File: src/design/sstf_pkg.sv
// Package with the types, widths and helper function of the SSTF scheduler.
package sstf_pkg;

  localparam int unsigned CYL_W = 16;
  localparam int unsigned SUM_W = 22;

  localparam logic ACT_LOAD = 1'b0;
  localparam logic ACT_RUN  = 1'b1;

  typedef enum logic [3:0] {
    S_IDLE   = 4'b0001,
    S_SCAN   = 4'b0010,
    S_DRAIN  = 4'b0100,
    S_DECIDE = 4'b1000
  } state_e;

  function automatic logic [CYL_W-1:0] abs_diff(input logic [CYL_W-1:0] a,
                                                input logic [CYL_W-1:0] b);
    abs_diff = (a > b) ? (a - b) : (b - a);
  endfunction

endpackage

File: src/design/sstf_in_if.sv
// Input channel of the scheduler: one load or run transaction.
interface sstf_in_if;
  logic                        valid;
  logic                        ready;
  logic                        action;
  logic [sstf_pkg::CYL_W-1:0]  position;

  modport source (output valid, output action, output position, input ready);
  modport sink   (input valid, input action, input position, output ready);
endinterface

File: src/design/sstf_out_if.sv
// Output channel of the scheduler: one served cylinder per transaction.
interface sstf_out_if;
  logic                        valid;
  logic                        ready;
  logic [sstf_pkg::CYL_W-1:0]  cylinder;
  logic [sstf_pkg::SUM_W-1:0]  total_movement;
  logic                        empty_run;
  logic                        dropped;
  logic                        last;

  modport source (output valid, output cylinder, output total_movement, output empty_run,
                  output dropped, output last, input ready);
  modport sink   (input valid, input cylinder, input total_movement, input empty_run,
                  input dropped, input last, output ready);
endinterface

File: src/design/sstf_ram.sv
// Simple dual-port request memory with one write port and a registered read port.
module sstf_ram #(
  parameter int unsigned DEPTH = 16,
  parameter int unsigned WIDTH = 17,
  parameter int unsigned AW    = 4
) (
  input  logic             clk_i,
  input  logic             we_i,
  input  logic [AW-1:0]    waddr_i,
  input  logic [WIDTH-1:0] wdata_i,
  input  logic [AW-1:0]    raddr_i,
  output logic [WIDTH-1:0] rdata_o
);

  logic [WIDTH-1:0] mem_q [DEPTH];

  always_ff @(posedge clk_i) begin
    if (we_i) begin
      mem_q[waddr_i] <= wdata_i;
    end
    rdata_o <= mem_q[raddr_i];
  end

endmodule

File: src/design/sstf_disk_scheduler_core.sv
// Top level of the shortest-seek-time-first disk scheduler.
// A load goes straight into the request memory, or is dropped and flagged when full.
// For each result, a run reads all N loaded requests, served ones included, through
// the read port in S_SCAN, then S_DRAIN and S_DECIDE, which waits for a free output.
// An empty run produces its single result in the cycle after it is accepted.
// Reset clears the request count, the dropped flag and the control state; the memory is not.
module sstf_disk_scheduler_core #(
  parameter int unsigned MAX_REQUESTS = 16
) (
  input  logic              clk_i,
  input  logic              rst_ni,
  sstf_in_if.sink           in_i,
  sstf_out_if.source        out_o
);

  localparam int unsigned AW = (MAX_REQUESTS > 1) ? $clog2(MAX_REQUESTS) : 1;
  localparam int unsigned CW = $clog2(MAX_REQUESTS + 1);
  localparam int unsigned CY = sstf_pkg::CYL_W;
  localparam int unsigned SW = sstf_pkg::SUM_W;
  localparam int unsigned DW = CY + 1;

  sstf_pkg::state_e state_q, state_d;

  logic [CW-1:0] count_q, count_d;
  logic [CW-1:0] served_q, served_d;
  logic          dropped_q, dropped_d;
  logic [CY-1:0] head_q, head_d;
  logic [CY-1:0] split_q, split_d;
  logic [SW-1:0] sum_q, sum_d;
  logic [AW-1:0] addr_q, addr_d;
  logic          rd_valid_q, rd_valid_d;
  logic [AW-1:0] rd_idx_q, rd_idx_d;

  logic          lo_found_q, lo_found_d;
  logic [CY-1:0] lo_val_q, lo_val_d;
  logic [AW-1:0] lo_idx_q, lo_idx_d;
  logic          hi_found_q, hi_found_d;
  logic [CY-1:0] hi_val_q, hi_val_d;
  logic [AW-1:0] hi_idx_q, hi_idx_d;

  logic          out_valid_q, out_valid_d;
  logic [CY-1:0] out_cyl_q, out_cyl_d;
  logic [SW-1:0] out_sum_q, out_sum_d;
  logic          out_empty_q, out_empty_d;
  logic          out_drop_q, out_drop_d;
  logic          out_last_q, out_last_d;

  logic          mem_we;
  logic [AW-1:0] mem_waddr;
  logic [DW-1:0] mem_wdata;
  logic [DW-1:0] mem_rdata;

  logic          in_acc;
  logic          out_free;
  logic          has_room;
  logic [CY-1:0] rd_val;
  logic          rd_served;
  logic [CY-1:0] dist_lo;
  logic [CY-1:0] dist_hi;
  logic          take_lo;
  logic [CY-1:0] pick_val;
  logic [AW-1:0] pick_idx;
  logic [CY-1:0] pick_dist;
  logic [SW-1:0] pick_sum;
  logic          pick_last;

  sstf_ram #(
    .DEPTH (MAX_REQUESTS),
    .WIDTH (DW),
    .AW    (AW)
  ) u_ram (
    .clk_i   (clk_i),
    .we_i    (mem_we),
    .waddr_i (mem_waddr),
    .wdata_i (mem_wdata),
    .raddr_i (addr_q),
    .rdata_o (mem_rdata)
  );

  assign out_free   = !out_valid_q || out_o.ready;
  assign in_i.ready = (state_q == sstf_pkg::S_IDLE) && out_free;
  assign in_acc     = in_i.valid && in_i.ready;
  assign has_room   = count_q < CW'(MAX_REQUESTS);

  assign rd_val    = mem_rdata[CY-1:0];
  assign rd_served = mem_rdata[CY];

  assign dist_lo   = sstf_pkg::abs_diff(head_q, lo_val_q);
  assign dist_hi   = sstf_pkg::abs_diff(head_q, hi_val_q);
  assign take_lo   = lo_found_q && (!hi_found_q || (dist_lo < dist_hi));
  assign pick_val  = take_lo ? lo_val_q : hi_val_q;
  assign pick_idx  = take_lo ? lo_idx_q : hi_idx_q;
  assign pick_dist = take_lo ? dist_lo : dist_hi;
  assign pick_sum  = sum_q + SW'(pick_dist);
  assign pick_last = (served_q + CW'(1)) == count_q;

  always_comb begin
    mem_we    = 1'b0;
    mem_waddr = count_q[AW-1:0];
    mem_wdata = {1'b0, in_i.position};
    if (state_q == sstf_pkg::S_DECIDE) begin
      mem_we    = out_free;
      mem_waddr = pick_idx;
      mem_wdata = {1'b1, pick_val};
    end else if (in_acc && (in_i.action == sstf_pkg::ACT_LOAD) && has_room) begin
      mem_we = 1'b1;
    end
  end

  always_comb begin
    state_d     = state_q;
    count_d     = count_q;
    served_d    = served_q;
    dropped_d   = dropped_q;
    head_d      = head_q;
    split_d     = split_q;
    sum_d       = sum_q;
    addr_d      = addr_q;
    rd_valid_d  = (state_q == sstf_pkg::S_SCAN);
    rd_idx_d    = addr_q;
    lo_found_d  = lo_found_q;
    lo_val_d    = lo_val_q;
    lo_idx_d    = lo_idx_q;
    hi_found_d  = hi_found_q;
    hi_val_d    = hi_val_q;
    hi_idx_d    = hi_idx_q;
    out_valid_d = out_valid_q && !out_o.ready;
    out_cyl_d   = out_cyl_q;
    out_sum_d   = out_sum_q;
    out_empty_d = out_empty_q;
    out_drop_d  = out_drop_q;
    out_last_d  = out_last_q;

    if (rd_valid_q && !rd_served) begin
      if (rd_val < split_q) begin
        if (!lo_found_q || (rd_val > lo_val_q)) begin
          lo_found_d = 1'b1;
          lo_val_d   = rd_val;
          lo_idx_d   = rd_idx_q;
        end
      end else begin
        if (!hi_found_q || (rd_val < hi_val_q)) begin
          hi_found_d = 1'b1;
          hi_val_d   = rd_val;
          hi_idx_d   = rd_idx_q;
        end
      end
    end

    case (state_q)
      sstf_pkg::S_IDLE: begin
        if (in_acc) begin
          if (in_i.action == sstf_pkg::ACT_LOAD) begin
            if (has_room) begin
              count_d = count_q + CW'(1);
            end else begin
              dropped_d = 1'b1;
            end
          end else begin
            head_d  = in_i.position;
            split_d = in_i.position;
            sum_d   = '0;
            if (count_q == '0) begin
              out_valid_d = 1'b1;
              out_cyl_d   = '0;
              out_sum_d   = '0;
              out_empty_d = 1'b1;
              out_drop_d  = dropped_q;
              out_last_d  = 1'b1;
              dropped_d   = 1'b0;
            end else begin
              served_d   = '0;
              addr_d     = '0;
              lo_found_d = 1'b0;
              hi_found_d = 1'b0;
              state_d    = sstf_pkg::S_SCAN;
            end
          end
        end
      end
      sstf_pkg::S_SCAN: begin
        if (CW'(addr_q) == (count_q - CW'(1))) begin
          state_d = sstf_pkg::S_DRAIN;
        end else begin
          addr_d = addr_q + AW'(1);
        end
      end
      sstf_pkg::S_DRAIN: begin
        state_d = sstf_pkg::S_DECIDE;
      end
      sstf_pkg::S_DECIDE: begin
        if (out_free) begin
          out_valid_d = 1'b1;
          out_cyl_d   = pick_val;
          out_sum_d   = pick_sum;
          out_empty_d = 1'b0;
          out_drop_d  = dropped_q;
          out_last_d  = pick_last;
          head_d      = pick_val;
          sum_d       = pick_sum;
          served_d    = served_q + CW'(1);
          addr_d      = '0;
          lo_found_d  = 1'b0;
          hi_found_d  = 1'b0;
          if (pick_last) begin
            count_d   = '0;
            dropped_d = 1'b0;
            state_d   = sstf_pkg::S_IDLE;
          end else begin
            state_d = sstf_pkg::S_SCAN;
          end
        end
      end
      default: begin
        state_d = sstf_pkg::S_IDLE;
      end
    endcase
  end

  always_ff @(posedge clk_i or negedge rst_ni) begin
    if (!rst_ni) begin
      state_q     <= sstf_pkg::S_IDLE;
      count_q     <= '0;
      served_q    <= '0;
      dropped_q   <= 1'b0;
      head_q      <= '0;
      sum_q       <= '0;
      addr_q      <= '0;
      rd_valid_q  <= 1'b0;
      lo_found_q  <= 1'b0;
      hi_found_q  <= 1'b0;
      out_valid_q <= 1'b0;
    end else begin
      state_q     <= state_d;
      count_q     <= count_d;
      served_q    <= served_d;
      dropped_q   <= dropped_d;
      head_q      <= head_d;
      sum_q       <= sum_d;
      addr_q      <= addr_d;
      rd_valid_q  <= rd_valid_d;
      lo_found_q  <= lo_found_d;
      hi_found_q  <= hi_found_d;
      out_valid_q <= out_valid_d;
    end
  end

  always_ff @(posedge clk_i) begin
    split_q     <= split_d;
    rd_idx_q    <= rd_idx_d;
    lo_val_q    <= lo_val_d;
    lo_idx_q    <= lo_idx_d;
    hi_val_q    <= hi_val_d;
    hi_idx_q    <= hi_idx_d;
    out_cyl_q   <= out_cyl_d;
    out_sum_q   <= out_sum_d;
    out_empty_q <= out_empty_d;
    out_drop_q  <= out_drop_d;
    out_last_q  <= out_last_d;
  end

  assign out_o.valid          = out_valid_q;
  assign out_o.cylinder       = out_cyl_q;
  assign out_o.total_movement = out_sum_q;
  assign out_o.empty_run      = out_empty_q;
  assign out_o.dropped        = out_drop_q;
  assign out_o.last           = out_last_q;

endmodule

File: src/flat_wrapper.sv
// flat-port wrapper written by rule: the top's interface ports become plain ports
module sstf_disk_scheduler_core_flat 
#(
  parameter int unsigned MAX_REQUESTS = 16
)
  (clk_i, rst_ni, in_i_valid, in_i_action, in_i_position, in_i_ready, out_o_valid, out_o_cylinder, out_o_total_movement, out_o_empty_run, out_o_dropped, out_o_last, out_o_ready);
  sstf_in_if in_i_i ();
  sstf_out_if out_o_i ();
  input  logic clk_i;
  input  logic rst_ni;
  input wire logic [$bits(in_i_i.valid)-1:0] in_i_valid;
  input wire logic [$bits(in_i_i.action)-1:0] in_i_action;
  input wire logic [$bits(in_i_i.position)-1:0] in_i_position;
  output wire logic [$bits(in_i_i.ready)-1:0] in_i_ready;
  output wire logic [$bits(out_o_i.valid)-1:0] out_o_valid;
  output wire logic [$bits(out_o_i.cylinder)-1:0] out_o_cylinder;
  output wire logic [$bits(out_o_i.total_movement)-1:0] out_o_total_movement;
  output wire logic [$bits(out_o_i.empty_run)-1:0] out_o_empty_run;
  output wire logic [$bits(out_o_i.dropped)-1:0] out_o_dropped;
  output wire logic [$bits(out_o_i.last)-1:0] out_o_last;
  input wire logic [$bits(out_o_i.ready)-1:0] out_o_ready;
  assign in_i_i.valid = in_i_valid;
  assign in_i_i.action = in_i_action;
  assign in_i_i.position = in_i_position;
  assign in_i_ready = in_i_i.ready;
  assign out_o_valid = out_o_i.valid;
  assign out_o_cylinder = out_o_i.cylinder;
  assign out_o_total_movement = out_o_i.total_movement;
  assign out_o_empty_run = out_o_i.empty_run;
  assign out_o_dropped = out_o_i.dropped;
  assign out_o_last = out_o_i.last;
  assign out_o_i.ready = out_o_ready;
  sstf_disk_scheduler_core #(.MAX_REQUESTS(MAX_REQUESTS)) u_core (.clk_i(clk_i), .rst_ni(rst_ni), .in_i(in_i_i), .out_o(out_o_i));
endmodule
File: config.mk
export PLATFORM = sky130hd
export DESIGN_NAME = sstf_disk_scheduler_core_flat
export DESIGN_NICKNAME = d
export VERILOG_FILES = /design/src/design/sstf_pkg.sv /design/src/design/sstf_in_if.sv /design/src/design/sstf_out_if.sv /design/src/design/sstf_ram.sv /design/src/design/sstf_disk_scheduler_core.sv /design/src/flat_wrapper.sv
export SDC_FILE = /design/constraint.sdc
export NUM_CORES = 1
export LEC_CHECK = 0
export CORE_ASPECT_RATIO = 0.75
export CORE_MARGIN = 4
export CORE_UTILIZATION = 58
export CTS_CLUSTER_SIZE = 25
export DETAILED_ROUTE_END_ITERATION = 8
export DONT_BUFFER_PORTS = 1
export MAX_ROUTING_LAYER = met4
export PLACE_DENSITY_LB_ADDON = 0.2
export SETUP_SLACK_MARGIN = 0.3
export SLEW_MARGIN = 10
export SYNTH_ARGS = -nofsm -noshare
export SYNTH_HDL_FRONTEND = slang
export SYNTH_SLANG_ARGS = --single-unit
File: constraint.sdc
create_clock -name clk_i -period 16.56 [get_ports clk_i]
set_input_delay 1.656 -clock clk_i [delete_from_list [all_inputs] [get_ports clk_i]]
set_output_delay 1.656 -clock clk_i [all_outputs]
set_load 0.05 [all_outputs]
==> impl_metrics.env <==
export IMPL_status="completed"
export IMPL_syn_nets=2001
export IMPL_grt_pass1_wl_microns=87400
export IMPL_clock_path_buffers=3
export IMPL_cts_buffers=43
export IMPL_ys_flop_type="edfxtp_1"
export IMPL_slowest_delay_ns=0.65
export IMPL_grt_pass1_vias=14456
export IMPL_hold_depth=0
export IMPL_crit_path_top_delay_cell="a2111oi_0"
export IMPL_fin_tns_setup_ns=0
export IMPL_crit_required_ns=16.84
export IMPL_synth_area_per_cell_sq_um=12.5
export IMPL_synth_cells=1830
export IMPL_antenna_left=0
export IMPL_drc_errors=0
export IMPL_drv_cap=0
export IMPL_dp_hpwl_microns=40800
export IMPL_dieHeight_microns=180
export IMPL_critPathKind="flop to flop"
export IMPL_wirelength_microns=56800
export IMPL_drive_above_1_share=0.120
export IMPL_wl_per_cell_microns=23.8
export IMPL_vias=14862
export IMPL_first_pass_iters=5
export IMPL_min_delay_worst_endpoint="u_core.hi_idx_q[2]"
export IMPL_die_x_microns=237
export IMPL_synth_area_top_cells="edfxtp_1 48%, ha_1 7.9%, dfrtp_1 6.6%"
export IMPL_ys_seq_area_frac=0.569
export IMPL_cts_resized_gates=0
export IMPL_antenna_found_initial=0
export IMPL_drt_iter0_markers=1611
export IMPL_syn_cell_area_sq_mm=0.0229
export IMPL_ys_async_sr_fraction=0.135
export IMPL_start_util=0.593
export IMPL_yosys_warnings=0
export IMPL_min_delay_start="u_core.rd_idx_q[2]"
export IMPL_synth_largest_area_cell="edfxtp_1"
export IMPL_slew_headroom=0.215
export IMPL_power_frac_seq=0.547
export IMPL_combPwrFrac=0.006
export IMPL_r2r_start="u_core.head_q[0]"
export IMPL_io_buffers=0
export IMPL_hold_ws_ns=0.443
export IMPL_htree_num_levels=2
export IMPL_fin_crit_sh=0.491
export IMPL_p_int_mw=1.80
export IMPL_num_antenna_cells=0
export IMPL_max_freq_ghz=0.123
export IMPL_skew_ns=0.0155
export IMPL_final_cells=2381
export IMPL_cts_tree="yes"
export IMPL_finalMaxSlewViolations=0
export IMPL_ys_types=82
export IMPL_peakVddDrop_uv=102
export IMPL_min_path_type="flop to flop"
export IMPL_worstMarginPinSlew_ns=1.18
export IMPL_placedCellCount=2301
export IMPL_cp_arrival_ns=8.42
export IMPL_p_clk_frac=0.447
export IMPL_grt_ovfl_total=0
export IMPL_ys_seq_elements=451
export IMPL_area_delta_synth_final_pct=9.32
export IMPL_postCtsHoldBufs=0
export IMPL_hold_viol_final=0
export IMPL_reg2reg_slack_ns=8.42
export IMPL_switching_share=0.193
export IMPL_synth_top_area_frac=0.484
export IMPL_final_core_util=0.648
export IMPL_finalCriticalPeriod_ns=8.14
export IMPL_crit_path_frequent_cell="inv_1"
export IMPL_vias_per_cell=6.24
export IMPL_crit_path_end_kind="flop"
export IMPL_clk_pin_slew_ns=0.07
export IMPL_grt_usage=0.272
export IMPL_post_cts_repair_setup_buffers=0
export IMPL_nets=2005
export IMPL_clock_sinks=451
export IMPL_gp_congestion=0.958
export IMPL_startpoint_type="flop"
export IMPL_p_per_area_mw_per_mm2=89.3
export IMPL_p_switching_uw=432
export IMPL_rows=62
export IMPL_r2r_end="u_core.out_o.total_movement[19]"
export IMPL_core_area_sq_mm=0.0386
export IMPL_reg2reg_depth=29
export IMPL_dieArea_sq_mm=0.0428
export IMPL_setup_viol=0
export IMPL_worstPathMaxFanout=16
export IMPL_rsz0062_at_grt="no"
export IMPL_synth_edf_count=369
export IMPL_grt_start_max_net_pins=77
export IMPL_clk_latency_ns=0.57
export IMPL_power_leakage_nw=9.61
export IMPL_cts_root_buf="clkbuf_16"
export IMPL_io_pins=64
## cells in the mapped netlist, drive strengths merged (30+ instances only)
master	number
nor2	117
inv	100
edfxtp	369
xor2	31
a21oi	121
nand2	138
clkbuf	48
ha	145
nand3	30
a21o	39
dfrtp	60
nor3	35
buf	32
mux2	36
mux2i	100
o21ai	100
mux4	34
## routing by layer
| metal | up-vias | wire (microns) | global-route usage |
|---|---|---|---|
| li1 | 6843 | - | - |
| met1 | 7413 | 27100 | 0.417 |
| met2 | 547 | 24800 | 0.388 |
| met3 | 59 | 4110 | 0.0509 |
| met4 | 0 | 845 | 0.0474 |
| met5 | - | 0 | - |
## power groups by stage
stage                     Clock (mW)  Combinational (mW)  Sequential [mW]
after floorplan                    0             0.00668             1.25
final                          0.998              0.0140             1.22
after global placement             0              0.0130             1.25
after detailed placement           0              0.0138             1.25
after global routing            1.06              0.0152             1.22
after CTS                       1.01              0.0136             1.22
## state kept, by name, indices dropped and copies added (netlist names), 5 cells and up
signal and cells:
u_core.out_o.total_movement 22, u_core.hi_val_q 16, u_core.sum_q 22, u_core.u_ram.mem_q 272, u_core.served_q 5, u_core.count_q 5
u_core.head_q 16, u_core.lo_val_q 16, u_core.out_o.cylinder 16, u_core.split_q 16, u_core.u_ram.rdata_o 17
## stage by stage
stage                     instance area [sq um]  total power, mW  setup WS [ns]
after floorplan                           22900             1.25          10.01
after global placement                    23600             1.26           8.65
after detailed placement                  23600             1.26           8.71
after CTS                                 25000             2.25           8.68
after global routing                      25000             2.30           7.95
final                                     25000             2.23           8.42
## area by class of cell
type	count	area (sq um)
clock buffer	58	1160
clock inverter	22	267
fill	2874	13600
inverter	101	379
multi-input combinational	1198	9260
sequential	451	13000
tap	512	641
timing repair buffer	39	293
## cells by family (layout without fill, tap and decap cells)
| kind of cell | after synthesis | count (layout) | synth area share |
|---|---|---|---|
| flops | 451 | 451 | 0.569 |
| fa+ha+maj | 150 | 150 | 0.0836 |
| xor+xnor | 60 | 60 | 0.0229 |
| buf+inv | 181 | 220 | 0.0326 |
| mux | 170 | 170 | 0.0949 |
| simple gates | 410 | 410 | 0.0837 |
| compound gates | 408 | 408 | 0.113 |
## cells in the final DEF, fill, tap and decap left out, drive strengths merged, types with 21 or more instances in the layout
master and n:
edfxtp 369, nand3 30, a21oi 121, inv 105
nand2 138, mux2 36, a21o 39, o21ai 100
buf 39, dfxtp 21, nor3 35, mux4 34
xor2 31, xnor2 29, dfrtp 60, clkbuf 58
nor2 117, ha 145, mux2i 100
## worst max-delay path: cells and delay by family (launching register included)
| family | cells | cell delay (ns) |
|---|---|---|
| AOI/OAI and AO/OA | 12 | 3.34 |
| adders and majority gates | 4 | 1.23 |
| and+or+nand+nor | 5 | 0.99 |
| buffers and inverters | 5 | 0.71 |
| xor gates and xnor gates | 2 | 0.70 |
| muxes | 1 | 0.46 |
| DFF | 1 | 0.41 |
## worst max path at each step
stage / start / end / slack, ns / cells past startpoint
after floorplan: u_core.head_q[0] / u_core.out_o.total_movement[19] / 10.01 / 32
after global placement: u_core.head_q[0] / u_core.out_o.total_movement[19] / 8.65 / 29
after CTS: u_core.head_q[0] / u_core.out_o.total_movement[19] / 8.68 / 29
after detailed placement: u_core.head_q[0] / u_core.out_o.total_movement[19] / 8.71 / 29
final: u_core.head_q[0] / u_core.out_o.total_movement[19] / 8.42 / 29
after global routing: u_core.head_q[0] / u_core.out_o.total_movement[19] / 7.95 / 29
Note: power is estimated with default switching activity, not from simulation.
